**src/hdl/rlead_pkg.sv**
```systemverilog
// Types and constants of the run-length encoder.
package rlead_pkg;

    // Longest run that one count digit can describe.
    localparam logic [3:0] RUN_LIMIT = 4'd9;

    // ASCII code of the digit zero.
    localparam logic [7:0] DIGIT_BASE = 8'h30;

    // Number of result slots in the output queue.
    localparam int QUEUE_DEPTH = 6;

    // Most results that one item can cause.
    localparam int MAX_RESULTS = 4;

    // One result item as it waits in the output queue.
    typedef struct packed {
        logic [7:0] data;
        logic       burst;
        logic       stream;
    } rlead_item_t;

endpackage

```
**src/hdl/run_length_encoder_ascii_digit_top.sv**
```systemverilog
// Run-length encoder: takes one byte per item and emits count digit and run byte pairs.
//
// Each input item updates the held run in the cycle it is accepted and queues the
// zero, two or four result bytes it causes into a six-slot output queue; the output
// port sends one byte per cycle while out_ready is high. An item that only extends or
// starts a run queues no bytes, an item that flushes one pair queues two, and a final
// byte that also breaks a run queues four.
// The single-byte output port is the bottleneck. Input is taken whenever two or fewer
// results are queued, so the next item waits only while three or more results are
// still queued. Runs are at most nine bytes long, so each count digit is one of
// '1' to '9'; after a final byte the encoder starts over for the next text.
module run_length_encoder_ascii_digit_top
    import rlead_pkg::*;
(
    input  logic       clk,
    input  logic       rst_n,
    input  logic       in_valid,
    output logic       in_ready,
    input  logic [7:0] data_byte,
    input  logic       final_byte,
    output logic       out_valid,
    input  logic       out_ready,
    output logic [7:0] out_byte,
    output logic       burst_end,
    output logic       stream_end
);

    logic [7:0]  run_byte_reg;
    logic [7:0]  run_byte_next;
    logic [3:0]  run_length_reg;
    logic [3:0]  run_length_next;
    logic [2:0]  count_reg;
    logic [2:0]  count_next;
    rlead_item_t slot_reg  [QUEUE_DEPTH];
    rlead_item_t slot_next [QUEUE_DEPTH];

    logic        accept;
    logic        pop;
    logic        flush;
    logic        fresh;
    logic [3:0]  new_length;
    logic [7:0]  new_byte;
    logic [2:0]  num_results;
    logic [2:0]  base;
    rlead_item_t result [MAX_RESULTS];

    // Handshakes: input is taken while at most two results are queued.
    assign in_ready  = (count_reg <= 3'd2);
    assign accept    = in_valid && in_ready;
    assign out_valid = (count_reg != 3'd0);
    assign pop       = out_valid && out_ready;

    assign out_byte   = slot_reg[0].data;
    assign burst_end  = slot_reg[0].burst;
    assign stream_end = slot_reg[0].stream;

    // Run decisions for the incoming byte.
    assign flush = (run_length_reg != 4'd0)
                   && ((data_byte != run_byte_reg) || (run_length_reg >= RUN_LIMIT));
    assign fresh = flush || (run_length_reg == 4'd0);
    assign new_length = fresh ? 4'd1 : run_length_reg + 4'd1;
    assign new_byte   = fresh ? data_byte : run_byte_reg;
    assign num_results = {flush & final_byte, flush ^ final_byte, 1'b0};

    // Results in order: the broken run's pair first, then the final pair.
    always_comb
    begin
        result[0] = '{data: DIGIT_BASE + {4'd0, run_length_reg}, burst: 1'b0, stream: 1'b0};
        result[1] = '{data: run_byte_reg, burst: !final_byte, stream: 1'b0};
        result[2] = '{data: DIGIT_BASE + {4'd0, new_length}, burst: 1'b0, stream: 1'b0};
        result[3] = '{data: new_byte, burst: 1'b1, stream: 1'b1};
        if (!flush)
        begin
            result[0] = result[2];
            result[1] = result[3];
        end
    end

    // Next run state: the final byte returns the encoder to its reset state.
    always_comb
    begin
        run_byte_next   = run_byte_reg;
        run_length_next = run_length_reg;
        if (accept)
        begin
            if (final_byte)
            begin
                run_byte_next   = 8'd0;
                run_length_next = 4'd0;
            end
            else
            begin
                run_byte_next   = new_byte;
                run_length_next = new_length;
            end
        end
    end

    // Output queue: shift out the sent result, then append the new results.
    always_comb
    begin
        logic [2:0] idx;
        idx  = 3'd0;
        base = count_reg - {2'd0, pop};
        for (int i = 0; i < QUEUE_DEPTH; i++)
        begin
            slot_next[i] = slot_reg[i];
            if (pop && (i < QUEUE_DEPTH - 1))
            begin
                slot_next[i] = slot_reg[(i + 1) % QUEUE_DEPTH];
            end
        end
        if (accept)
        begin
            for (int i = 0; i < QUEUE_DEPTH; i++)
            begin
                idx = 3'(i) - base;
                if ((3'(i) >= base) && (idx < num_results))
                begin
                    slot_next[i] = result[idx[1:0]];
                end
            end
        end
        count_next = base + (accept ? num_results : 3'd0);
    end

    // Control state.
    always_ff @(posedge clk or negedge rst_n)
    begin
        if (!rst_n)
        begin
            run_byte_reg   <= 8'd0;
            run_length_reg <= 4'd0;
            count_reg      <= 3'd0;
        end
        else
        begin
            run_byte_reg   <= run_byte_next;
            run_length_reg <= run_length_next;
            count_reg      <= count_next;
        end
    end

    // Queue payload.
    always_ff @(posedge clk)
    begin
        slot_reg <= slot_next;
    end

endmodule

```
**config.mk**
```make
export PLATFORM = sky130hd
export DESIGN_NAME = run_length_encoder_ascii_digit_top
export DESIGN_NICKNAME = d
export VERILOG_FILES = /design/src/hdl/rlead_pkg.sv /design/src/hdl/run_length_encoder_ascii_digit_top.sv
export SDC_FILE = /design/constraint.sdc
export NUM_CORES = 1
export LEC_CHECK = 0
export ABC_AREA = 0
export BUFFER_PORTS_ARGS = -buffer_cell sky130_fd_sc_hd__buf_2
export CAP_MARGIN = 0
export CORE_AREA = 5 5 97 99
export CTS_CLUSTER_DIAMETER = 50
export CTS_CLUSTER_SIZE = 30
export DETAILED_ROUTE_END_ITERATION = 10
export DIE_AREA = 0 0 102 104
export PLACE_DENSITY = 0.74
export SLEW_MARGIN = 20
export SYNTH_ARGS = -nofsm -noshare
export SYNTH_HDL_FRONTEND = slang
export SYNTH_SLANG_ARGS = --single-unit
```
**constraint.sdc**
```tcl
create_clock -name clk -period 4.4 [get_ports clk]
set_input_delay 0.88 -clock clk [delete_from_list [all_inputs] [get_ports clk]]
set_output_delay 0.88 -clock clk [all_outputs]
set_load 0.02 [all_outputs]
```
## Word-level counts from Yosys, hierarchy flattened

Cells that the tools add are included.

- Register bits after elaboration: 75
- Input bits: 13
- Output and inout bits: 12
- Word-level logic and storage cells: 113

- Add/subtract/negate cells: 11
- $lt $le $gt $ge: 20
- Eq/ne operators: 1
- Mux-type cells: 36
- Bitwise operators: 8
- Reduce and logical (&&, ||, !) cells: 16

Operators with widths:

| kind | count |
|---|---|
| two-way mux 10 bit | 23 |
| binary-select mux 10 bit (select 2 bit) | 6 |
| two-way mux 60 bit | 1 |
| two-way mux 19 bit | 1 |
| >= comparator 3 bit, second input constant | 6 |
| less-than comparator 3 bit | 6 |
| inverter 2 -> 3 bit | 6 |
| two-way mux 8 bit | 2 |
| adder 6 x 4 -> 7 bit, first input constant | 2 |
| logical AND 1 bit | 9 |
| two-way mux 4 bit | 2 |
| != test 8 bit | 1 |
| >= comparator 1 x 3 -> 1 bit, first input constant | 2 |
| >= comparator 2 x 3 -> 1 bit, first input constant | 2 |
| >= comparator 3 bit, first input constant | 2 |
| subtractor 1 x 3 -> 3 bit, first input constant | 2 |
| subtractor 2 x 3 -> 3 bit, first input constant | 2 |
| subtractor 3 bit, first input constant | 2 |
| adder 4 x 1 -> 4 bit, second input constant | 1 |
| >= comparator 4 bit, second input constant | 1 |
| zero test 4 bit | 1 |
| nonzero test 4 bit | 1 |
| adder 3 bit | 1 |
| less-or-equal comparator 3 x 2 -> 1 bit, second input constant | 1 |
| 8 further kinds | 9 |

## Logic depth before layout (Yosys ltp)

Gate-level depths: netlist of the first run.

- Depth after elaboration: 12
- Mapped depth: 16
- Mapped depth without buffers: 14

## Least setup slack after synthesis of the first run

No wires, ideal clock.

- Path kind: reg2reg
- Start: register count_reg[2]
- End: register slot_reg[0] in the netlist's numbering (enable)
- Library setup time: 0.404 ns
- Data arrival time: 3.839 ns
- Required time: 3.996 ns
- Setup slack: 0.157 ns
- Cell stages (with the launch flop): 14
- Buffers on the path: 1
- Clock period less this slack: 4.243 ns
- Path through: dfrtp_1 > or3_1 > nand2_1 > inv_2 > clkbuf_1 > ha_1 > ha_1 > xnor2_2 > inv_1 > ha_1 > inv_1 > ha_1 > a21boi_0 > nor4_1

- Word-level cells in the longest chain between the ends: 7
- Elaborated cells on any way between the ends: 10
- Classes of those cells: 2 x add/sub; 3 x order compare; 5 x reduce/logical

RTL lines:

| item | RTL line | source |
|---|---|---|
| from (decl) | run_length_encoder_ascii_digit_top.sv:32 | `logic [2:0] count_reg;` |
| from (signal assigned) | run_length_encoder_ascii_digit_top.sv:140 | `count_reg <= count_next;` |
| nonzero test 3 bit * | run_length_encoder_ascii_digit_top.sv:50 | `assign out_valid = (count_reg != 3'd0);` |
| net out_valid | run_length_encoder_ascii_digit_top.sv:21 | `output logic out_valid,` |
| logical AND 1 bit * | run_length_encoder_ascii_digit_top.sv:51 | `assign pop = out_valid && out_ready;` |
| subtractor 3 x 1 -> 3 bit * | run_length_encoder_ascii_digit_top.sv:104 | `base = count_reg - {2'd0, pop};` |
| subtractor 3 bit | run_length_encoder_ascii_digit_top.sv:117 | `idx = 3'(i) - base;` |
| less-than comparator 3 bit | run_length_encoder_ascii_digit_top.sv:118 | `if ((3'(i) >= base) && (idx < num_results))` |
| logical AND 1 bit * | run_length_encoder_ascii_digit_top.sv:118 |  |
| AND reduction 2 bit (no line) * | -- |  |
| to (signal assigned) | run_length_encoder_ascii_digit_top.sv:147 | `slot_reg <= slot_next;` |
| to (decl) | run_length_encoder_ascii_digit_top.sv:34 | `rlead_item_t slot_reg [QUEUE_DEPTH];` |

The timed path passes the listed nets; every way through them passes the cells marked *.
A chain may end at the register's enable or synchronous reset.

==> impl_metrics.csv, run 1 <==
group,metric,value,unit
synthesis,synthCells,553,
drt,initialDrtViolationCount,453,
timing,setup_viol,0,
synthesis,synth.top_cell.area_share,0.217,
timing,hold_viol_final,0,
cells_and_area,final_common_cell,"nand2_1",
global_route,grt_pass1_wl,19000,um
setup_path,crit_arrival,3.95,ns
drt,wl_per_cell,17.4,um
clocking,cts.reportedPaths.clkPinSlew,0.09,ns
placed_design,placed_area,4760,um2
placed_design,routabilityCongestion,0.921,
clocking,htreeDepth,3,
run_status,status,"finished, final reports clean",
clocking,clkSinkCount,75,
pwr,leakage,2.05,nW
global_route,grt_max_degree,42,
pwr,peakVddDrop,0.000350,V
cells_and_area,num-fill-cells,759,
clocking,clock_path_buffers,2,
synthesis,synth_edf_count,10,
synthesis,synthArstFlopShare,0.200,
worst_hold_path,min_path_type,"in2async",
timing,fin_crit,3.71,ns
clocking,numCtsBuffers,9,
global_route,grt_overflow_total,0,
floorplan,rows,34,
cells_and_area,fin_nets,588,
synthesis,yosysWarnings,0,
synthesis,ys_seq_area_frac,0.363,
timing,tightest_slew,0.866,ns
cells_and_area,layout-drive-gt1-share,0.130,
clocking,cts_resized,0,
timing,fin_skew,0.0128,ns
timing,tns,0,ns
floorplan,die_w,102,um
clocking,clk_root_buffer_cell,"clkbuf_8",
placed_design,dp_hpwl,8350,um
global_route,grt_antenna_before_repair,0,
cells_and_area,largest_reg_flops,50,
cells_and_area,diodes,0,
synthesis,synth_top_area_cell,"dfxtp_1",
clocking,cts_tree,"yes",
synthesis,synth_seq_cells,75,
synthesis,synth.avg_cell_area,8.36,um2
cells_and_area,design_area,4970,um2
floorplan,die_y,104,um
synthesis,syn-num-nets,585,
drt,drc,0,
placed_design,io_buffers,24,
global_route,grtUsageTotal,0.221,
pwr,powerDensity,900,nW/um2
drt,ant_nets,0,
synthesis,ys.flop_type,"dfxtp_1",
setup_path,start_kind,"flip-flop",
cells_and_area,final_cell_mix,"nand2_1 (96), dfxtp_1 (50), mux2i_1 (38)",
timing,rsz0062_at_grt,"false",
cells_and_area,final-seq-area,1680,um2
drt,first_pass_iters,5,
setup_path,worstSetupPathType,"reg2reg",
floorplan,coreArea,8470,um2
floorplan,io_pins,25,
floorplan,dieArea,10600,um2
timing,drv_slew,0,
cells_and_area,multi_input_area,2670,um2
clocking,post_cts_buffers,0,
synthesis,synthTopCellsByArea,"dfxtp_1 (22%), mux2i_1 (8.2%), dfrtp_1 (8.1%), nand2_1 (7.8%), edfxtp_1 (6.5%)",
floorplan,start_util,0.546,
global_route,grt_pass1_vias,3665,
synthesis,ys_types,65,
setup_path,endpoint_kind,"flip-flop",
drt,routed_wl,11600,um
flow_run,cap_violations,0,
timing,fmax,269,MHz
setup_path,cp.required,4.64,ns
synthesis,synth.cell_area,4620,um2
clocking,ctsHoldBuffers,0,
cells_and_area,area.growth.synth_to_final,7.53,%
clocking,clk_latency,0.35,ns
drt,via_per_inst,5.97,
timing,relSlewSlack,0.415,
setup_path,crit_fanout,7,
timing,post-route-period-util,0.844,
drt,vias,3994,
==> worst paths after layout <==
kind,start,endpoint,slack (ns),depth (start not counted)
setup / recovery,count_reg[2],slot_reg[44],0.69,14
hold / removal,rst_n,run_byte_reg[3],0.42,1
setup reg to reg,count_reg[2],slot_reg[44],0.69,14
hold reg to reg,slot_reg[11],slot_reg[11],0.49,2
max in group asynchronous,rst_n,run_byte_reg[0],3.73,1
min in group clk,slot_reg[11],slot_reg[11],0.49,2
==> metrics by stage <==
| step | utilization | setup slack (ns) | cells | hold slack (ns) | power (mW) |
|---|---|---|---|---|---|
| 3_3_place_gp | 0.563 | 0.753 | 653 | 0.459 | 3.76 |
| 6_report | 0.587 | 0.687 | 669 | 0.417 | 4.47 |
| 4_1_cts | 0.587 | 0.703 | 669 | 0.426 | 4.43 |
| 5_1_grt | 0.587 | 0.461 | 669 | 0.437 | 4.81 |
| 2_1_floorplan | - | 0.157 | 553 | 0.448 | 3.19 |
| 3_5_place_dp | 0.563 | 0.608 | 653 | 0.472 | 3.85 |
==> Yosys cell counts, types with 4 or more instances <==
cell       n
ha_1      19
o21ai_1   25
a31oi_1   15
nand3_1   26
o22ai_1    7
nor3_1     6
dfxtp_1   50
nand2b_1  12
mux2_2     4
and2_1     9
and3_1     6
edfxtp_1  10
a211oi_1  15
inv_1     14
o21ai_0   15
xnor2_1   13
mux2i_1   38
nor2_1    31
clkbuf_1  25
buf_4      8
dfrtp_1   15
nor2b_1    6
nand2_1   96
buf_2      8
a21oi_1   21
==> per-layer routing <==
metal | track usage | part of all wire | vias up
li1 | - | - | 1960
met1 | 0.341 | 0.48 | 1878
met2 | 0.316 | 0.45 | 145
met3 | 0.0362 | 0.067 | 11
met4 | 0.0572 | 0.0067 | 0
met5 | 0 | 0 | -
==> cells by family (layout without fill, tap and decap cells) <==
kind of cell,after synthesis,in the layout,share of synthesized area
flip-flops,75,75,0.363
adder cells (fa/ha/maj),19,19,0.0514
buffers and inverters,61,69,0.0615
AO/OA/AOI/OAI,130,130,0.185
multiplexers,42,42,0.0921
AND/OR/NAND/NOR,212,212,0.219
XOR/XNOR,14,14,0.0282
==> where the power goes <==
part / switching [mW] / internal (mW)
combinational: 1.67 / 0.970
sequential: 0.212 / 1.05
clock: 0.297 / 0.272
total: 2.18 / 2.29
==> area by class of cell <==
class	instances	area share
inverters	16	0.0121
repair buffers	37	0.0438
well taps	108	0.0272
clock buffers	9	0.0249
flip-flops and latches	75	0.337
clock inverters	7	0.0166
multi-input cells	417	0.538
==> worst max-delay path, stage by stage, from the launching register on <==
cell	delay, ns
dfrtp_1	0.44
or3_1	0.42
nand2_1	0.12
inv_2	0.05
ha_1	0.17
ha_1	0.25
xnor2_2	0.35
inv_1	0.16
ha_1	0.30
inv_1	0.04
ha_1	0.29
nor2b_1	0.15
or4_1	0.51
a211oi_1	0.29
a31oi_1	0.06
Power figures use the tool's default switching activity.
==> run 2: changes to the inputs <==
Clock period 4.4 ns to 3.2 ns, I/O delays scaled along.
==> impl_metrics.csv, run 2 (synthesis gave the netlist of run 1 again) <==
group,metric,value,unit
run_status,status,"finished, final reports clean",
clocking,ctsHoldBuffers,0,
setup_path,crit_start,"count_reg[1]",
setup_path,crit_fanout,5,
floorplan,die_y,104,um
placed_design,dp_hpwl,8500,um
timing,relSlewSlack,0.516,
clocking,cts.reportedPaths.clkPinSlew,0.10,ns
pwr,peakVddDrop,0.000561,V
timing,fin_crit,3.10,ns
timing,drv_slew,0,
timing,tns,0,ns
floorplan,start_util,0.546,
drt,drc,0,
cells_and_area,num-fill-cells,698,
clocking,clk_root_buffer_cell,"clkbuf_8",
setup_path,start_kind,"flip-flop",
global_route,grtUsageTotal,0.222,
setup_path,crit_end,"slot_reg[44]",
timing,post-route-period-util,0.968,
setup_path,r2r_cells,14,
drt,first_pass_iters,6,
floorplan,die_w,102,um
drt,vias,4132,
cells_and_area,diodes,0,
drt,ant_nets,0,
pwr,leakage,2.23,nW
clocking,numCtsBuffers,9,
worst_hold_path,min_path_type,"in2async",
clocking,clk_latency,0.36,ns
timing,tightest_slew,0.716,ns
drt,wl_per_cell,17.1,um
placed_design,io_buffers,24,
timing,fin_hold_ws,0.173,ns
drt,initialDrtViolationCount,399,
cells_and_area,final_cell_mix,"nand2_1 (95), dfxtp_1 (50), mux2i_1 (38)",
setup_path,cp.required,3.44,ns
setup_path,endpoint_kind,"flip-flop",
flow_run,cap_violations,0,
setup_path,reg2reg_setup_slack,0.10,ns
timing,hold_viol_final,0,
pwr,powerDensity,1270,nW/um2
drt,routed_wl,11900,um
cells_and_area,area.growth.synth_to_final,17.0,%
cells_and_area,layout-drive-gt1-share,0.215,
drt,via_per_inst,5.92,
clocking,clkSinkCount,75,
floorplan,coreArea,8470,um2
global_route,grt_max_degree,42,
timing,setup_viol,0,
placed_design,routabilityCongestion,0.885,
setup_path,worstSetupPathType,"reg2reg",
setup_path,r2r_end,"slot_reg[44]",
cells_and_area,largest_reg_flops,50,
global_route,grt_overflow_total,0,
floorplan,io_pins,25,
global_route,grt_pass1_wl,18900,um
cells_and_area,final_common_cell,"nand2_1",
timing,fmax,323,MHz
cells_and_area,fin_nets,617,
floorplan,rows,34,
global_route,grt_pass1_vias,3648,
clocking,clock_path_buffers,2,
clocking,cts_tree,"yes",
clocking,htreeDepth,3,
floorplan,dieArea,10600,um2
setup_path,crit_arrival,3.34,ns
timing,fin_skew,0.0140,ns
setup_path,r2r_start,"count_reg[1]",
global_route,grt_antenna_before_repair,0,
run 2: per-stage QoR:
step	util	worst slack (ns)	power (mW)	area (um2)	std cells
2_1_floorplan	-	-0.123	4.68	4780	553
3_3_place_gp	0.603	0.0761	5.72	5100	676
3_5_place_dp	0.603	-0.000978	5.84	5100	676
4_1_cts	0.626	0.0195	6.58	5300	692
5_1_grt	0.638	-0.0275	7.33	5400	698
6_report	0.638	0.104	6.84	5400	698
run 2: how the worst min path moves through the flow:
stage                 startpoint            to  slack, ns  cells after the start
global placement    slot_reg[34]  slot_reg[44]       0.46                      2
CTS                        rst_n  count_reg[2]       0.19                      1
floorplan                  rst_n  count_reg[0]       0.34                      0
finish                     rst_n  count_reg[2]       0.17                      1
global route               rst_n  count_reg[2]       0.21                      1
detailed placement  slot_reg[17]  slot_reg[17]       0.47                      2
run 2: power breakdown:
part | internal [mW] | leakage [nW] | switching (mW)
sequential | 1.45 | 0.704 | 0.272
combinational | 1.86 | 1.43 | 2.55
clock | 0.303 | 0.0955 | 0.420
total | 3.61 | 2.23 | 3.24
run 2: final cells by class:
| type | count | area, um2 | share of cell area |
|---|---|---|---|
| repair buffers | 66 | 498 | 0.0922 |
| clock buffers | 9 | 124 | 0.0229 |
| well taps | 108 | 135 | 0.0250 |
| flip-flops and latches | 75 | 1680 | 0.310 |
| clock inverters | 7 | 70.1 | 0.0130 |
| multi-input cells | 417 | 2830 | 0.524 |
| inverters | 16 | 65.1 | 0.0120 |
run 2: metal layers:
layer,up-vias,track usage,share of wire
met2,142,0.322,0.45
met3,13,0.0262,0.055
li1,2021,-,-
met1,1956,0.348,0.48
met5,-,0,0
met4,0,0.0553,0.0071
run 2: worst max-delay path, stage by stage (launching register included):
cell      delay, ns
dfrtp_1        0.41
or3_4          0.40
nand2_4        0.08
inv_2          0.05
ha_4           0.16
ha_4           0.17
xnor2_4        0.15
inv_2          0.06
ha_1           0.29
inv_2          0.08
ha_4           0.19
nor2b_4        0.13
or4_4          0.57
a211oi_2       0.18
a31oi_1        0.06
run 2: timing repair:
item,CTS,global route
setup endpoints to repair,0,29
gates resized for setup,0,15
setup buffers,0,6
==> run 3: changes to the inputs <==
Settings changed: CORE_AREA 5 5 97 99 to 5 5 102 95, DIE_AREA 0 0 102 104 to 0 0 107 100, PLACE_DENSITY 0.74 to 0.73.
==> impl_metrics.csv, run 3 (synthesis gave the netlist of run 1 again) <==
group,metric,value,unit
setup_path,reg2reg_setup_slack,0.06,ns
drt,initialDrtViolationCount,403,
floorplan,io_pins,25,
timing,setup_slack,0.0594,ns
drt,first_pass_iters,5,
run_status,status,"finished, final reports clean",
pwr,leakage,2.26,nW
setup_path,crit_path_cell_trace,"or3_4 -> nand2_4 -> inv_4 -> ha_4 -> ha_4 -> clkinv_8 -> ha_4 -> xnor2_2 -> ha_1 -> a21boi_4 -> nor4_4 -> clkbuf_16 -> and3_4 -> a221oi_2",
cells_and_area,largest_reg_flops,50,
global_route,grt_antenna_before_repair,0,
clocking,numCtsBuffers,9,
drt,drc,0,
setup_path,path_delay_family,"simple AND/OR/NAND/NOR gates",
worst_hold_path,min_path_type,"in2async",
clocking,cts.reportedPaths.clkPinSlew,0.09,ns
setup_path,cp.required,3.42,ns
global_route,grt_pass1_wl,19900,um
clocking,ctsHoldBuffers,0,
setup_path,crit_arrival,3.36,ns
setup_path,cp_common_cell,"ha_4",
cells_and_area,fin_nets,619,
setup_path,r2r_cells,14,
clocking,clk_latency,0.35,ns
pwr,total_power,7.15,mW
floorplan,rows,32,
floorplan,die_w,107,um
clocking,clkSinkCount,75,
clocking,cts_tree,"yes",
timing,drv_slew,0,
drt,ant_nets,0,
setup_path,crit_slowest_cell,"or3_4",
placed_design,routabilityCongestion,0.911,
clocking,htreeDepth,3,
cells_and_area,layout-drive-gt1-share,0.228,
global_route,grtUsageTotal,0.232,
clocking,clock_path_buffers,2,
timing,fin_crit,3.14,ns
global_route,grt_pass1_vias,3965,
cells_and_area,num-fill-cells,717,
timing,post-route-period-util,0.981,
setup_path,start_kind,"flip-flop",
placed_design,dpl_worst_slack,0.0155,ns
drt,vias,4298,
cells_and_area,area.growth.synth_to_final,19.4,%
pwr,peakVddDrop,0.000643,V
timing,fin_skew,0.00882,ns
floorplan,start_util,0.550,
setup_path,endpoint_kind,"flip-flop",
cells_and_area,diodes,0,
placed_design,io_buffers,24,
global_route,grt_max_degree,42,
setup_path,r2r_end,"slot_reg[35]",
timing,tightest_slew,0.902,ns
setup_path,worstSetupPathDepth,14,
timing,relSlewSlack,0.391,
timing,setup_viol,0,
timing,rsz0062_at_grt,"true",
drt,routed_wl,12600,um
global_route,grt_overflow_total,0,
floorplan,die_y,100,um
timing,fmax,318,MHz
cells_and_area,final_cell_mix,"nand2_1 (94), dfxtp_1 (50), mux2i_1 (38)",
clocking,clk_root_buffer_cell,"clkbuf_8",
flow_run,cap_violations,0,
pwr,powerDensity,1300,nW/um2
drt,wl_per_cell,18.2,um
setup_path,crit_buf_inv,3,
floorplan,dieArea,10700,um2
cells_and_area,final_common_cell,"nand2_1",
setup_path,max_stage_delay,0.41,ns
drt,via_per_inst,6.19,
setup_path,r2r_start,"count_reg[2]",
timing,hold_viol_final,0,
placed_design,dp_hpwl,8880,um
floorplan,coreArea,8410,um2
setup_path,worstSetupPathType,"reg2reg",
setup_path,crit_fanout,5,
[run 3: metrics by stage]
stage	area, um2	hold WS [ns]	utilization	cells	setup TNS (ns)
final	5520	0.190	0.656	694	0
after global routing	5520	0.214	0.656	694	-0.474
after CTS	5290	0.200	0.629	682	0
after detailed placement	5080	0.471	0.604	666	0
after global placement	5080	0.462	0.604	666	0
after floorplan	4780	0.344	-	553	-1.83
[run 3: power breakdown]
group | internal [mW] | leakage (nW) | switching (mW)
sequential | 1.45 | 0.703 | 0.280
combinational | 1.98 | 1.46 | 2.67
clock | 0.389 | 0.0995 | 0.388
total | 3.81 | 2.26 | 3.34
[run 3: cell type report]
class | instances | area [um2] | share of cell area
Clock buffer | 10 | 138 | 0.0249
Clock inverter | 6 | 71.3 | 0.0129
Inverter | 16 | 75.1 | 0.0136
Multi-Input combinational cell | 417 | 2880 | 0.522
Sequential cell | 75 | 1680 | 0.304
Tap cell | 102 | 128 | 0.0231
Timing Repair Buffer | 68 | 549 | 0.0996
[run 3: repair_timing]
item,4_1_cts,5_1_grt
resized for setup,0,31
buffers inserted,0,10
setup endpoints to repair,0,10
[run 3: worst max path at each step]
stage                      startpoint  slack [ns]            to
finish                   count_reg[2]        0.06  slot_reg[35]
CTS                      count_reg[0]        0.03  slot_reg[35]
floorplan                count_reg[2]       -0.12   slot_reg[0]
detailed placement       data_byte[0]        0.02  slot_reg[44]
global route        run_length_reg[0]       -0.07  slot_reg[44]
global placement         data_byte[0]        0.08  slot_reg[44]
[run 3: metal layers]
metal  share of wire  global-route usage  vias up
li1                -                   -     2024
met1            0.40               0.293     2033
met2            0.50               0.404      201
met3           0.063              0.0379       40
met4           0.034              0.0767        0
met5               0                   0        -
[run 3: worst register-to-register path, delay by kind of cell, from the launching register on]
family	cells	cell delay (ns)
xor+xnor	1	0.16
fa+ha+maj	4	0.88
simple gates	4	1.04
compound gates	2	0.20
buf+inv	3	0.32
flops	1	0.40
